`config.mk`:
```
export PLATFORM = sky130hd
export DESIGN_NAME = jerk_limited_velocity_profiler
export DESIGN_NICKNAME = d
export VERILOG_FILES = /design/src/jlvp_pkg.sv /design/src/jerk_limited_velocity_profiler.sv /design/src/jlvp_ctrl.sv /design/src/jlvp_div.sv /design/src/jlvp_dp.sv
export VERILOG_INCLUDE_DIRS = /design/src /design/src/src
export SDC_FILE = /design/constraint.sdc
export NUM_CORES = 2
export LEC_CHECK = 0
export BUFFER_PORTS_ARGS = -buffer_cell sky130_fd_sc_hd__buf_4
export CORE_UTILIZATION = 40
export DETAILED_ROUTE_END_ITERATION = 6
export MAX_ROUTING_LAYER = met4
export SETUP_SLACK_MARGIN = 0.1
export SLEW_MARGIN = 15
export SYNTH_ARGS = -nofsm -noshare
export SYNTH_HDL_FRONTEND = slang
export SYNTH_HIERARCHICAL = 1
export SYNTH_SLANG_ARGS = --single-unit
```
`constraint.sdc`:
```
create_clock -name clk -period 43.5 [get_ports clk]
set_input_delay 2.175 -clock clk [delete_from_list [all_inputs] [get_ports clk]]
set_output_delay 2.175 -clock clk [all_outputs]
set_load 0.02 [all_outputs]
```
`src/jerk_limited_velocity_profiler_defines.svh`:
```
// Assertion macros for the jerk-limited velocity profiler.
// Used by the controller and divider modules.
`ifndef JERK_LIMITED_VELOCITY_PROFILER_DEFINES_SVH
`define JERK_LIMITED_VELOCITY_PROFILER_DEFINES_SVH

// Implication checked on every clock edge outside reset.
`define JLVP_ASSERT_IMP(label, clk, rst_n, ante, cons, msg) \
	label: assert property (@(posedge clk) disable iff (!rst_n) (ante) |-> (cons)) \
		else $error(msg);

// Next-cycle implication.
`define JLVP_ASSERT_NEXT(label, clk, rst_n, ante, cons, msg) \
	label: assert property (@(posedge clk) disable iff (!rst_n) (ante) |=> (cons)) \
		else $error(msg);

`endif

```
`src/jlvp_pkg.sv`:
```
// Shared types and constants for the jerk-limited velocity profiler.
// No dependencies.
package jlvp_pkg;

	localparam int REG_W    = 31;
	localparam int IDX_W    = 2;
	localparam int DT_W     = 16;
	localparam int OUT_W    = 32;
	localparam int QUOT_BITS = 49; // quotient saturates at 2^48

	typedef enum logic [IDX_W-1:0] {
		REG_MAX_VEL  = 2'd0,
		REG_MAX_ACC  = 2'd1,
		REG_MAX_DEC  = 2'd2,
		REG_MAX_JERK = 2'd3
	} reg_idx_t;

	localparam logic CMD_STEP = 1'b0;
	localparam logic CMD_LOAD = 1'b1;

	typedef enum logic [3:0] {
		ST_IDLE,
		ST_PREP,
		ST_DIV1,
		ST_ACC1,
		ST_DIV2,
		ST_JERK,
		ST_MULJ,
		ST_ACC2,
		ST_MULA,
		ST_FIN,
		ST_OUT
	} state_t;

	// controller -> datapath
	typedef struct packed {
		logic capture;   // latch input item
		logic prep;      // clamp target, pick limit, form first dividend
		logic div_start; // load divider
		logic div_step;  // one quotient bit
		logic acc1;      // clamp desired acceleration, form second dividend
		logic jerk;      // clamp jerk
		logic mulj;      // acc + jerk*dt
		logic mula;      // vel + acc*dt, saturate
		logic fin;       // overshoot / rest snap, commit state
		logic load;      // preset velocity
	} cmd_t;

	// datapath -> controller
	typedef struct packed {
		logic div_done;
		logic is_load;
		logic dt_zero;
	} sts_t;

endpackage

```
`src/jerk_limited_velocity_profiler.sv`:
```
// Jerk-limited S-curve velocity shaper, top level.
// Channels: input item (cmd, target_velocity, time_step) on in_valid/in_ready;
// result item (velocity, acceleration) on out_valid/out_ready; both valid/ready.
// Configuration: cfg_we/cfg_idx/cfg_wdata write one of four limits per cycle,
// index 0 velocity, 1 acceleration, 2 deceleration, 3 jerk. No read-back.
// Write limits only while idle.
// Sequence: a load item or a zero time step goes from acceptance through the
// prep state straight to the result. A profile step runs two divisions
// through one restoring divider, one quotient bit a cycle over VALUE_WIDTH+17
// bits each, then the jerk, integration and finishing states before its result.
// Throughput: one item at a time; the next item is accepted the cycle after
// the result is taken. The divider loop dominates the time of a step item.
// Stall: the result holds on the outputs while out_ready is low.
// Reset: limits return to 1.0/1.0/2.0/4.0, velocity and acceleration to zero.
// Depends on jlvp_pkg, jlvp_ctrl, jlvp_dp, jlvp_div.
module jerk_limited_velocity_profiler #(
	parameter int VALUE_WIDTH = 32,
	parameter int FRAC_BITS   = 16
) (
	input  logic                              clk,
	input  logic                              arst_n,
	input  logic                              cfg_we,
	input  logic [jlvp_pkg::IDX_W-1:0]        cfg_idx,
	input  logic [jlvp_pkg::REG_W-1:0]        cfg_wdata,
	input  logic                              in_valid,
	output logic                              in_ready,
	input  logic                              cmd,
	input  logic signed [jlvp_pkg::OUT_W-1:0] target_velocity,
	input  logic [jlvp_pkg::DT_W-1:0]         time_step,
	output logic                              out_valid,
	input  logic                              out_ready,
	output logic signed [jlvp_pkg::OUT_W-1:0] velocity,
	output logic signed [jlvp_pkg::OUT_W-1:0] acceleration
);
	import jlvp_pkg::*;

	cmd_t cmd_w;
	sts_t sts_w;

	// sequencer: walks one item through prep, two divides, integrate, finish
	jlvp_ctrl u_ctrl (
		.clk       (clk),
		.arst_n    (arst_n),
		.in_valid  (in_valid),
		.in_ready  (in_ready),
		.out_valid (out_valid),
		.out_ready (out_ready),
		.cmd_o     (cmd_w),
		.sts       (sts_w)
	);

	// datapath: limits, state, shared divider and multiplier
	jlvp_dp #(
		.VALUE_WIDTH (VALUE_WIDTH),
		.FRAC_BITS   (FRAC_BITS)
	) u_dp (
		.clk             (clk),
		.arst_n          (arst_n),
		.cmd_i           (cmd_w),
		.sts             (sts_w),
		.cfg_we          (cfg_we),
		.cfg_idx         (cfg_idx),
		.cfg_wdata       (cfg_wdata),
		.cmd             (cmd),
		.target_velocity (target_velocity),
		.time_step       (time_step),
		.velocity        (velocity),
		.acceleration    (acceleration)
	);
endmodule

```
`src/jlvp_ctrl.sv`:
```
// Controller state machine of the velocity profiler.
// Depends on jlvp_pkg and the defines header.
`include "jerk_limited_velocity_profiler_defines.svh"
module jlvp_ctrl (
	input  logic            clk,
	input  logic            arst_n,
	input  logic            in_valid,
	output logic            in_ready,
	output logic            out_valid,
	input  logic            out_ready,
	output jlvp_pkg::cmd_t  cmd_o,
	input  jlvp_pkg::sts_t  sts
);
	import jlvp_pkg::*;

	state_t state_q, state_d;

	always_ff @(posedge clk or negedge arst_n) begin
		if (!arst_n) begin
			state_q <= ST_IDLE;
		end else begin
			state_q <= state_d;
		end
	end

	always_comb begin
		state_d = state_q;
		case (state_q)
			ST_IDLE: if (in_valid) state_d = ST_PREP;
			ST_PREP: begin
				if (sts.is_load || sts.dt_zero) state_d = ST_OUT;
				else state_d = ST_DIV1;
			end
			ST_DIV1: if (sts.div_done) state_d = ST_ACC1;
			ST_ACC1: state_d = ST_DIV2;
			ST_DIV2: if (sts.div_done) state_d = ST_JERK;
			ST_JERK: state_d = ST_MULJ;
			ST_MULJ: state_d = ST_ACC2;
			ST_ACC2: state_d = ST_MULA;
			ST_MULA: state_d = ST_FIN;
			ST_FIN:  state_d = ST_OUT;
			ST_OUT:  if (out_ready) state_d = ST_IDLE;
			default: state_d = ST_IDLE;
		endcase
	end

	always_comb begin
		cmd_o     = '0;
		in_ready  = 1'b0;
		out_valid = 1'b0;
		case (state_q)
			ST_IDLE: begin
				in_ready      = 1'b1;
				cmd_o.capture = in_valid;
			end
			ST_PREP: begin
				cmd_o.prep      = 1'b1;
				cmd_o.load      = sts.is_load;
				cmd_o.div_start = !sts.is_load && !sts.dt_zero;
			end
			ST_DIV1: cmd_o.div_step = !sts.div_done;
			ST_ACC1: begin
				cmd_o.acc1      = 1'b1;
				cmd_o.div_start = 1'b1;
			end
			ST_DIV2: cmd_o.div_step = !sts.div_done;
			ST_JERK: cmd_o.jerk = 1'b1;
			ST_MULJ: cmd_o.mulj = 1'b1;
			ST_ACC2: cmd_o.mulj = 1'b0;
			ST_MULA: cmd_o.mula = 1'b1;
			ST_FIN:  cmd_o.fin  = 1'b1;
			ST_OUT:  out_valid  = 1'b1;
			default: cmd_o = '0;
		endcase
	end

	`JLVP_ASSERT_IMP(a_ready_idle, clk, arst_n, in_ready, state_q == ST_IDLE, "ready outside idle")
	`JLVP_ASSERT_NEXT(a_out_hold, clk, arst_n, out_valid && !out_ready, out_valid, "result dropped")
	`JLVP_ASSERT_IMP(a_excl, clk, arst_n, out_valid, !in_ready, "accept while result pending")
endmodule

```
`src/jlvp_div.sv`:
```
// Shared restoring divider, one quotient bit a cycle.
// Computes (mag << 16) / dt with saturation at 2^48. Depends on jlvp_pkg.
`include "jerk_limited_velocity_profiler_defines.svh"
module jlvp_div #(
	parameter int NUM_W = 33
) (
	input  logic                        clk,
	input  logic                        arst_n,
	input  logic                        start,
	input  logic                        step,
	input  logic [NUM_W-1:0]            mag,
	input  logic [jlvp_pkg::DT_W-1:0]   dt,
	output logic                        done,
	output logic [jlvp_pkg::QUOT_BITS-1:0] quot
);
	import jlvp_pkg::*;

	localparam int DIVD_W = NUM_W + DT_W;
	localparam int CNT_W  = $clog2(DIVD_W + 1);

	logic [DIVD_W-1:0] divd_q;
	logic [DT_W:0]     rem_q;
	logic [DT_W-1:0]   dt_q;
	logic [CNT_W-1:0]  cnt_q;
	logic [DT_W:0]     trial;
	logic [DT_W:0]     diff;

	assign trial = {rem_q[DT_W-1:0], divd_q[DIVD_W-1]};
	assign diff  = trial - {1'b0, dt_q};
	assign done  = (cnt_q == '0);

	always_ff @(posedge clk or negedge arst_n) begin
		if (!arst_n) begin
			cnt_q <= '0;
		end else if (start) begin
			cnt_q <= CNT_W'(DIVD_W);
		end else if (step && !done) begin
			cnt_q <= cnt_q - 1'b1;
		end
	end

	always_ff @(posedge clk) begin
		if (start) begin
			divd_q <= {mag, {DT_W{1'b0}}};
			rem_q  <= '0;
			dt_q   <= dt;
		end else if (step && !done) begin
			if (!diff[DT_W]) begin
				rem_q  <= diff;
				divd_q <= {divd_q[DIVD_W-2:0], 1'b1};
			end else begin
				rem_q  <= trial;
				divd_q <= {divd_q[DIVD_W-2:0], 1'b0};
			end
		end
	end

	// quotient bits shift into divd_q; saturate above 2^48
	always_comb begin
		if (DIVD_W > QUOT_BITS - 1 && |(divd_q >> (QUOT_BITS - 1))
				&& (divd_q != (DIVD_W'(1) << (QUOT_BITS - 1)))) begin
			quot = QUOT_BITS'(1) << (QUOT_BITS - 1);
		end else begin
			quot = QUOT_BITS'(divd_q);
		end
	end

	`JLVP_ASSERT_NEXT(a_div_load, clk, arst_n, start, !done, "divider did not load")
endmodule

```
`src/jlvp_dp.sv`:
```
// Datapath of the velocity profiler: registers, clamps, divider, multiplier.
// Depends on jlvp_pkg and jlvp_div.
module jlvp_dp #(
	parameter int VALUE_WIDTH = 32,
	parameter int FRAC_BITS   = 16
) (
	input  logic                          clk,
	input  logic                          arst_n,
	input  jlvp_pkg::cmd_t                cmd_i,
	output jlvp_pkg::sts_t                sts,
	input  logic                          cfg_we,
	input  logic [jlvp_pkg::IDX_W-1:0]    cfg_idx,
	input  logic [jlvp_pkg::REG_W-1:0]    cfg_wdata,
	input  logic                          cmd,
	input  logic signed [jlvp_pkg::OUT_W-1:0] target_velocity,
	input  logic [jlvp_pkg::DT_W-1:0]     time_step,
	output logic signed [jlvp_pkg::OUT_W-1:0] velocity,
	output logic signed [jlvp_pkg::OUT_W-1:0] acceleration
);
	import jlvp_pkg::*;

	localparam int VW = VALUE_WIDTH;
	// wide working width: covers 2^48 quotient and differences
	localparam int WW = (VW + 2 > QUOT_BITS + 1) ? VW + 2 : QUOT_BITS + 1;
	localparam int NUM_W = VW + 1;
	localparam logic signed [WW-1:0] REST_EPS =
		WW'(((64'd5 << FRAC_BITS) + 64'd500) / 64'd1000);
	localparam logic signed [WW-1:0] SIGN_EPS =
		WW'(((64'd1 << FRAC_BITS) + 64'd500) / 64'd1000);
	localparam logic signed [WW-1:0] VAL_MAX = WW'((65'sd1 <<< (VW - 1)) - 1);
	localparam logic signed [WW-1:0] VAL_MIN = -VAL_MAX - 1;

	// config
	logic [REG_W-1:0] vmax_q, amax_q, dmax_q, jmax_q;
	always_ff @(posedge clk or negedge arst_n) begin
		if (!arst_n) begin
			vmax_q <= REG_W'(65536);
			amax_q <= REG_W'(65536);
			dmax_q <= REG_W'(131072);
			jmax_q <= REG_W'(262144);
		end else if (cfg_we) begin
			case (reg_idx_t'(cfg_idx))
				REG_MAX_VEL:  vmax_q <= cfg_wdata;
				REG_MAX_ACC:  amax_q <= cfg_wdata;
				REG_MAX_DEC:  dmax_q <= cfg_wdata;
				REG_MAX_JERK: jmax_q <= cfg_wdata;
				default: ;
			endcase
		end
	end

	function automatic logic signed [WW-1:0] lim_reg(input logic [REG_W-1:0] r);
		logic signed [WW-1:0] v;
		v = WW'({1'b0, r});
		lim_reg = (v > VAL_MAX) ? VAL_MAX : v;
	endfunction

	function automatic logic signed [WW-1:0] clamp(input logic signed [WW-1:0] x,
			input logic signed [WW-1:0] l);
		if (x > l) clamp = l;
		else if (x < -l) clamp = -l;
		else clamp = x;
	endfunction

	function automatic logic signed [WW-1:0] absw(input logic signed [WW-1:0] x);
		absw = x[WW-1] ? -x : x;
	endfunction

	function automatic logic [1:0] sband(input logic signed [WW-1:0] x);
		if (x > SIGN_EPS) sband = 2'b01;
		else if (x < -SIGN_EPS) sband = 2'b11;
		else sband = 2'b00;
	endfunction

	// item and working registers
	logic                 cmd_q;
	logic signed [WW-1:0] req_q, tgt_q, lim_q, jerk_q, vel_q, acc_q, work_q;
	logic signed [WW-1:0] pvel_q, pacc_q;
	logic [DT_W-1:0]      dt_q;
	logic                 neg_q;
	logic [NUM_W-1:0]     div_mag;

	logic                 div_done;
	logic [QUOT_BITS-1:0] quot;
	logic signed [WW-1:0] quot_s;

	jlvp_div #(.NUM_W(NUM_W)) u_div (
		.clk    (clk),
		.arst_n (arst_n),
		.start  (cmd_i.div_start),
		.step   (cmd_i.div_step),
		.mag    (div_mag),
		.dt     (dt_q),
		.done   (div_done),
		.quot   (quot)
	);

	assign quot_s = neg_q ? -WW'(quot) : WW'(quot);

	// shared multiplier: |x| * dt >> 16 with sign restored
	logic signed [WW-1:0] mul_in;
	logic [VW-1:0]        mul_mag;
	logic [VW+DT_W-1:0]   mul_prod;
	logic signed [WW-1:0] mul_res;
	assign mul_in   = cmd_i.mulj ? jerk_q : acc_q;
	assign mul_mag  = VW'(absw(mul_in));
	assign mul_prod = mul_mag * dt_q;
	assign mul_res  = mul_in[WW-1] ? -WW'(mul_prod >> DT_W) : WW'(mul_prod >> DT_W);

	// prep combinational
	logic signed [WW-1:0] tgt_c, lim_c, d1_c, d2_c, want_c;
	logic                 decel_c;
	always_comb begin
		tgt_c = clamp(req_q, lim_reg(vmax_q));
		if (pvel_q > REST_EPS && tgt_c < 0) tgt_c = '0;
		else if (pvel_q < -REST_EPS && tgt_c > 0) tgt_c = '0;
		decel_c = (tgt_c == 0) ||
			(absw(tgt_c) < absw(pvel_q) && sband(tgt_c) == sband(pvel_q));
		lim_c  = decel_c ? lim_reg(dmax_q) : lim_reg(amax_q);
		d1_c   = tgt_c - pvel_q;
		want_c = clamp(quot_s, lim_q);
		d2_c   = want_c - pacc_q;
	end

	// dividend magnitude goes straight into the divider on its load cycle
	assign div_mag = cmd_i.prep ? NUM_W'(absw(d1_c)) : NUM_W'(absw(d2_c));

	// finishing combinational
	logic signed [WW-1:0] vf, af;
	always_comb begin
		vf = vel_q;
		af = acc_q;
		if (!tgt_q[WW-1]) begin
			if (vf > tgt_q) begin vf = tgt_q; af = '0; end
		end else begin
			if (vf < tgt_q) begin vf = tgt_q; af = '0; end
		end
		if (tgt_q == 0 && absw(vf) < REST_EPS) begin
			vf = '0;
			af = '0;
		end
	end

	logic signed [WW-1:0] vsum;
	assign vsum = pvel_q + mul_res;

	always_ff @(posedge clk) begin
		if (cmd_i.capture) begin
			cmd_q <= cmd;
			req_q <= WW'(target_velocity);
			dt_q  <= time_step;
		end
		if (cmd_i.prep) begin
			tgt_q  <= tgt_c;
			lim_q  <= lim_c;
			neg_q  <= d1_c[WW-1];
		end
		if (cmd_i.acc1) begin
			neg_q  <= d2_c[WW-1];
		end
		if (cmd_i.jerk) jerk_q <= clamp(quot_s, lim_reg(jmax_q));
		if (cmd_i.mulj) work_q <= pacc_q + mul_res;
		if (cmd_i.mula) vel_q <= (vsum > VAL_MAX) ? VAL_MAX :
			((vsum < VAL_MIN) ? VAL_MIN : vsum);
	end

	// acc_q loads pacc_q at prep and clamped work_q in the cycle after mulj
	always_ff @(posedge clk) begin
		if (cmd_i.prep) acc_q <= pacc_q;
		else if (!cmd_i.mulj && !cmd_i.mula && !cmd_i.fin && !cmd_i.div_step
				&& !cmd_i.acc1 && !cmd_i.jerk && !cmd_i.capture && !cmd_i.div_start)
			acc_q <= clamp(work_q, lim_q);
	end

	always_ff @(posedge clk or negedge arst_n) begin
		if (!arst_n) begin
			pvel_q <= '0;
			pacc_q <= '0;
		end else if (cmd_i.load) begin
			pvel_q <= clamp(req_q, lim_reg(vmax_q));
			pacc_q <= '0;
		end else if (cmd_i.fin) begin
			pvel_q <= vf;
			pacc_q <= af;
		end
	end

	assign sts.div_done = div_done;
	assign sts.is_load  = (cmd_q == CMD_LOAD);
	assign sts.dt_zero  = (dt_q == '0);

	assign velocity     = OUT_W'(pvel_q);
	assign acceleration = OUT_W'(pacc_q);
endmodule
```
==> qor.csv <==
metric,value,unit
outcome,finished clean,
layout-drive-gt1-share,0.08354,
globalplace.congestion,1.039,
synth_area_leader_cell,edfxtp_1,
rr_worst_depth,51,
ctsHoldBuffers,0,
clock_sinks,627,
yosys-top-cells-count,"nand2_1 (890), inv_1 (882), ha_1 (762)",
timing.rr.end,u_dp/vel_q[21],
syn_area,76140,sq um
async_flop_share,0.3732,
cpMostUsedCell,fa_1,
syn_inst,8936,
cp.arrival,17720,ps
overflow,0,
cp.required,43940,ps
ys.flop_type,edfxtp_1,
endpoint,u_dp/vel_q[21],
fmax,57.86,MHz
drv_cap,0,
rsz0062_at_grt,false,
hold_slack,481.8,ps
fin_crit_sh,0.3973,
slew_headroom,0.1876,
r2r-start,u_ctrl/state_q[2],
die_area,192100,sq um
syn_avg_cell_area,8.521,sq um
layout.nets,10130,
viasPerCell,6.049,
antenna_found_initial,20,
design_area,82660,sq um
grt_usage,0.3058,
grt_pass1_wl,432400,microns
hold_viol_final,0,
placed_cell_area,79820,sq um
hpwl,229900,microns
cts_tree,built,
numCtsBuffers,79,
synth_edf_count,361,
max_stage_delay,930,ps
clk_latency,730,ps
grt_pass1_vias,67140,
final.setup.worst_slack,26220,ps
drv_slew,0,
synth_top_area_share,0.1424,
fin_skew,44.62,ps
synth_area_leaders,"edfxtp_1 (14%), ha_1 (13%), fa_1 (11%)",
crit_path_start_kind,register,
pre_cts_slack,26400,ps
vias,69180,
grt_max_degree,93,
worst-path-max-fanout,92,
routed_wl,290200,microns
slowest_stage,buf_4,
hold_path_class,register to register,
synth_cell_types,117,
tightest_slew,1219,ps
period_needed,17280,ps
die_w,438.3,microns
final.setup.tns,0,ps
setup_viol,0,
synth_seq_cells,627,
drc,0,
ys_warn_count,6,
cp-end-kind,register,
ctsResizeCount,0,
syn2layout_area_growth,8.563,%
cts_buffer_depth,3,
coreArea,188400,sq um
synth_most_common_cell,nand2_1,
die_y,438.3,microns
cts_root_buf,clkbuf_16,
startpoint,u_ctrl/state_q[2],
worstSetupPathType,register to register,
boundaryPins,153,
port_buffers,152,
ff2ff_setup_slack,26220,ps
clkTransAtPathRegs,60,ps
rows,159,
start_util,0.4041,
cts_max_level,3,
wire_per_inst,25.37,microns
drt_pre_antenna_iters,6,
cts_setup_buffers,0,
drtIter0Drc,6705,
ant_nets,0,
yosysSeqAreaShare,0.2278,
## registers in the layout (all words and copies together), names as in the netlist, 31 cells and up
register / flops
u_dp/lim_q: 31
u_dp/vmax_q: 31
u_dp/jerk_q: 33
u_dp/work_q: 50
u_dp/amax_q: 31
u_dp/pvel_q: 50
u_dp/pacc_q: 50
u_dp/acc_q: 50
u_dp/jmax_q: 31
u_dp/u_div/divd_q: 49
u_dp/dmax_q: 31
u_dp/tgt_q: 48
u_dp/req_q: 32
u_dp/vel_q: 50
## layout by cell type, fill, tap and decap left out, types with 104 or more instances in the layout
cell      synthesis  routed
ha_1            762     762
a21oi_1         548     547
xnor2_1         342     339
buf_4            70     315
a21o_1          195     193
mux2i_1         127     125
edfxtp_1        361     361
nand2_1         890     889
nand3_1         160     159
nor4_1          118     116
o21ai_0         520     520
mux2_2          149     149
and2_1          310     307
o31ai_1         106     104
xor2_1          141     137
dfrtp_1         230     229
fa_1            422     422
inv_1           882     882
nor2_1          512     507
nand4_1         152     152
nor3_1          237     236
## layout make-up
cell class	count	area, sq um
well taps	2495	3122
clock buffers	100	2157
diodes	11	27.53
flip-flops and latches	627	17340
inverters	891	3344
fillers	18540	105700
clock inverters	48	625.6
repair buffers	317	2407
multi-input cells	6947	53630
## through the flow
stage / std cells / util
floorplan: 8944 / -
global placement: 11280 / 0.4236
detailed placement: 11280 / 0.4237
CTS: 11420 / 0.4384
global route: 11430 / 0.4387
finish: 11440 / 0.4388
## metal layers
layer  wire length [microns]  up-vias  GRT usage
li1                        -    31430          -
met1                  120300    34050     0.3870
met2                  132400     3046     0.4777
met3                   20410      659    0.03984
met4                   17110        0     0.1564
met5                       0        -          -
## worst max-delay path, delay by kind of cell (launching register included)
family | cells | cell delay [ps]
DFF | 1 | 630
adders and majority gates | 9 | 3830
buffers and inverters | 8 | 1870
AOI/OAI and AO/OA | 13 | 3750
muxes | 1 | 760
and+or+nand+nor | 17 | 5480
xor gates and xnor gates | 3 | 640
## how the worst min path moves through the flow
stage / start / to / cells after the start
after floorplan: u_dp/dt_q[9] / u_dp/u_div/dt_q[9] / 0
after global placement: u_dp/u_div/divd_q[6] / u_dp/u_div/divd_q[7] / 2
after detailed placement: u_dp/u_div/divd_q[7] / u_dp/u_div/divd_q[8] / 2
after CTS: u_dp/u_div/divd_q[6] / u_dp/u_div/divd_q[7] / 2
after global routing: u_dp/u_div/divd_q[6] / u_dp/u_div/divd_q[7] / 2
final: u_dp/u_div/divd_q[6] / u_dp/u_div/divd_q[7] / 2
## logic make-up (layout without fill, tap and decap cells)
family | count (synthesis) | count (layout) | share of synthesized area
other cells | 1 | 20 | 0.00004925
xor+xnor | 488 | 488 | 0.05707
compound gates | 2064 | 2064 | 0.1732
fa+ha+maj | 1184 | 1184 | 0.2362
mux | 286 | 286 | 0.04021
flops | 627 | 627 | 0.2278
simple gates | 2916 | 2916 | 0.1938
buf+inv | 1370 | 1356 | 0.07175
Power is left out: the tool's default activity adds up to more than one toggle a clock period on the data nets, which glitch-free logic cannot reach.
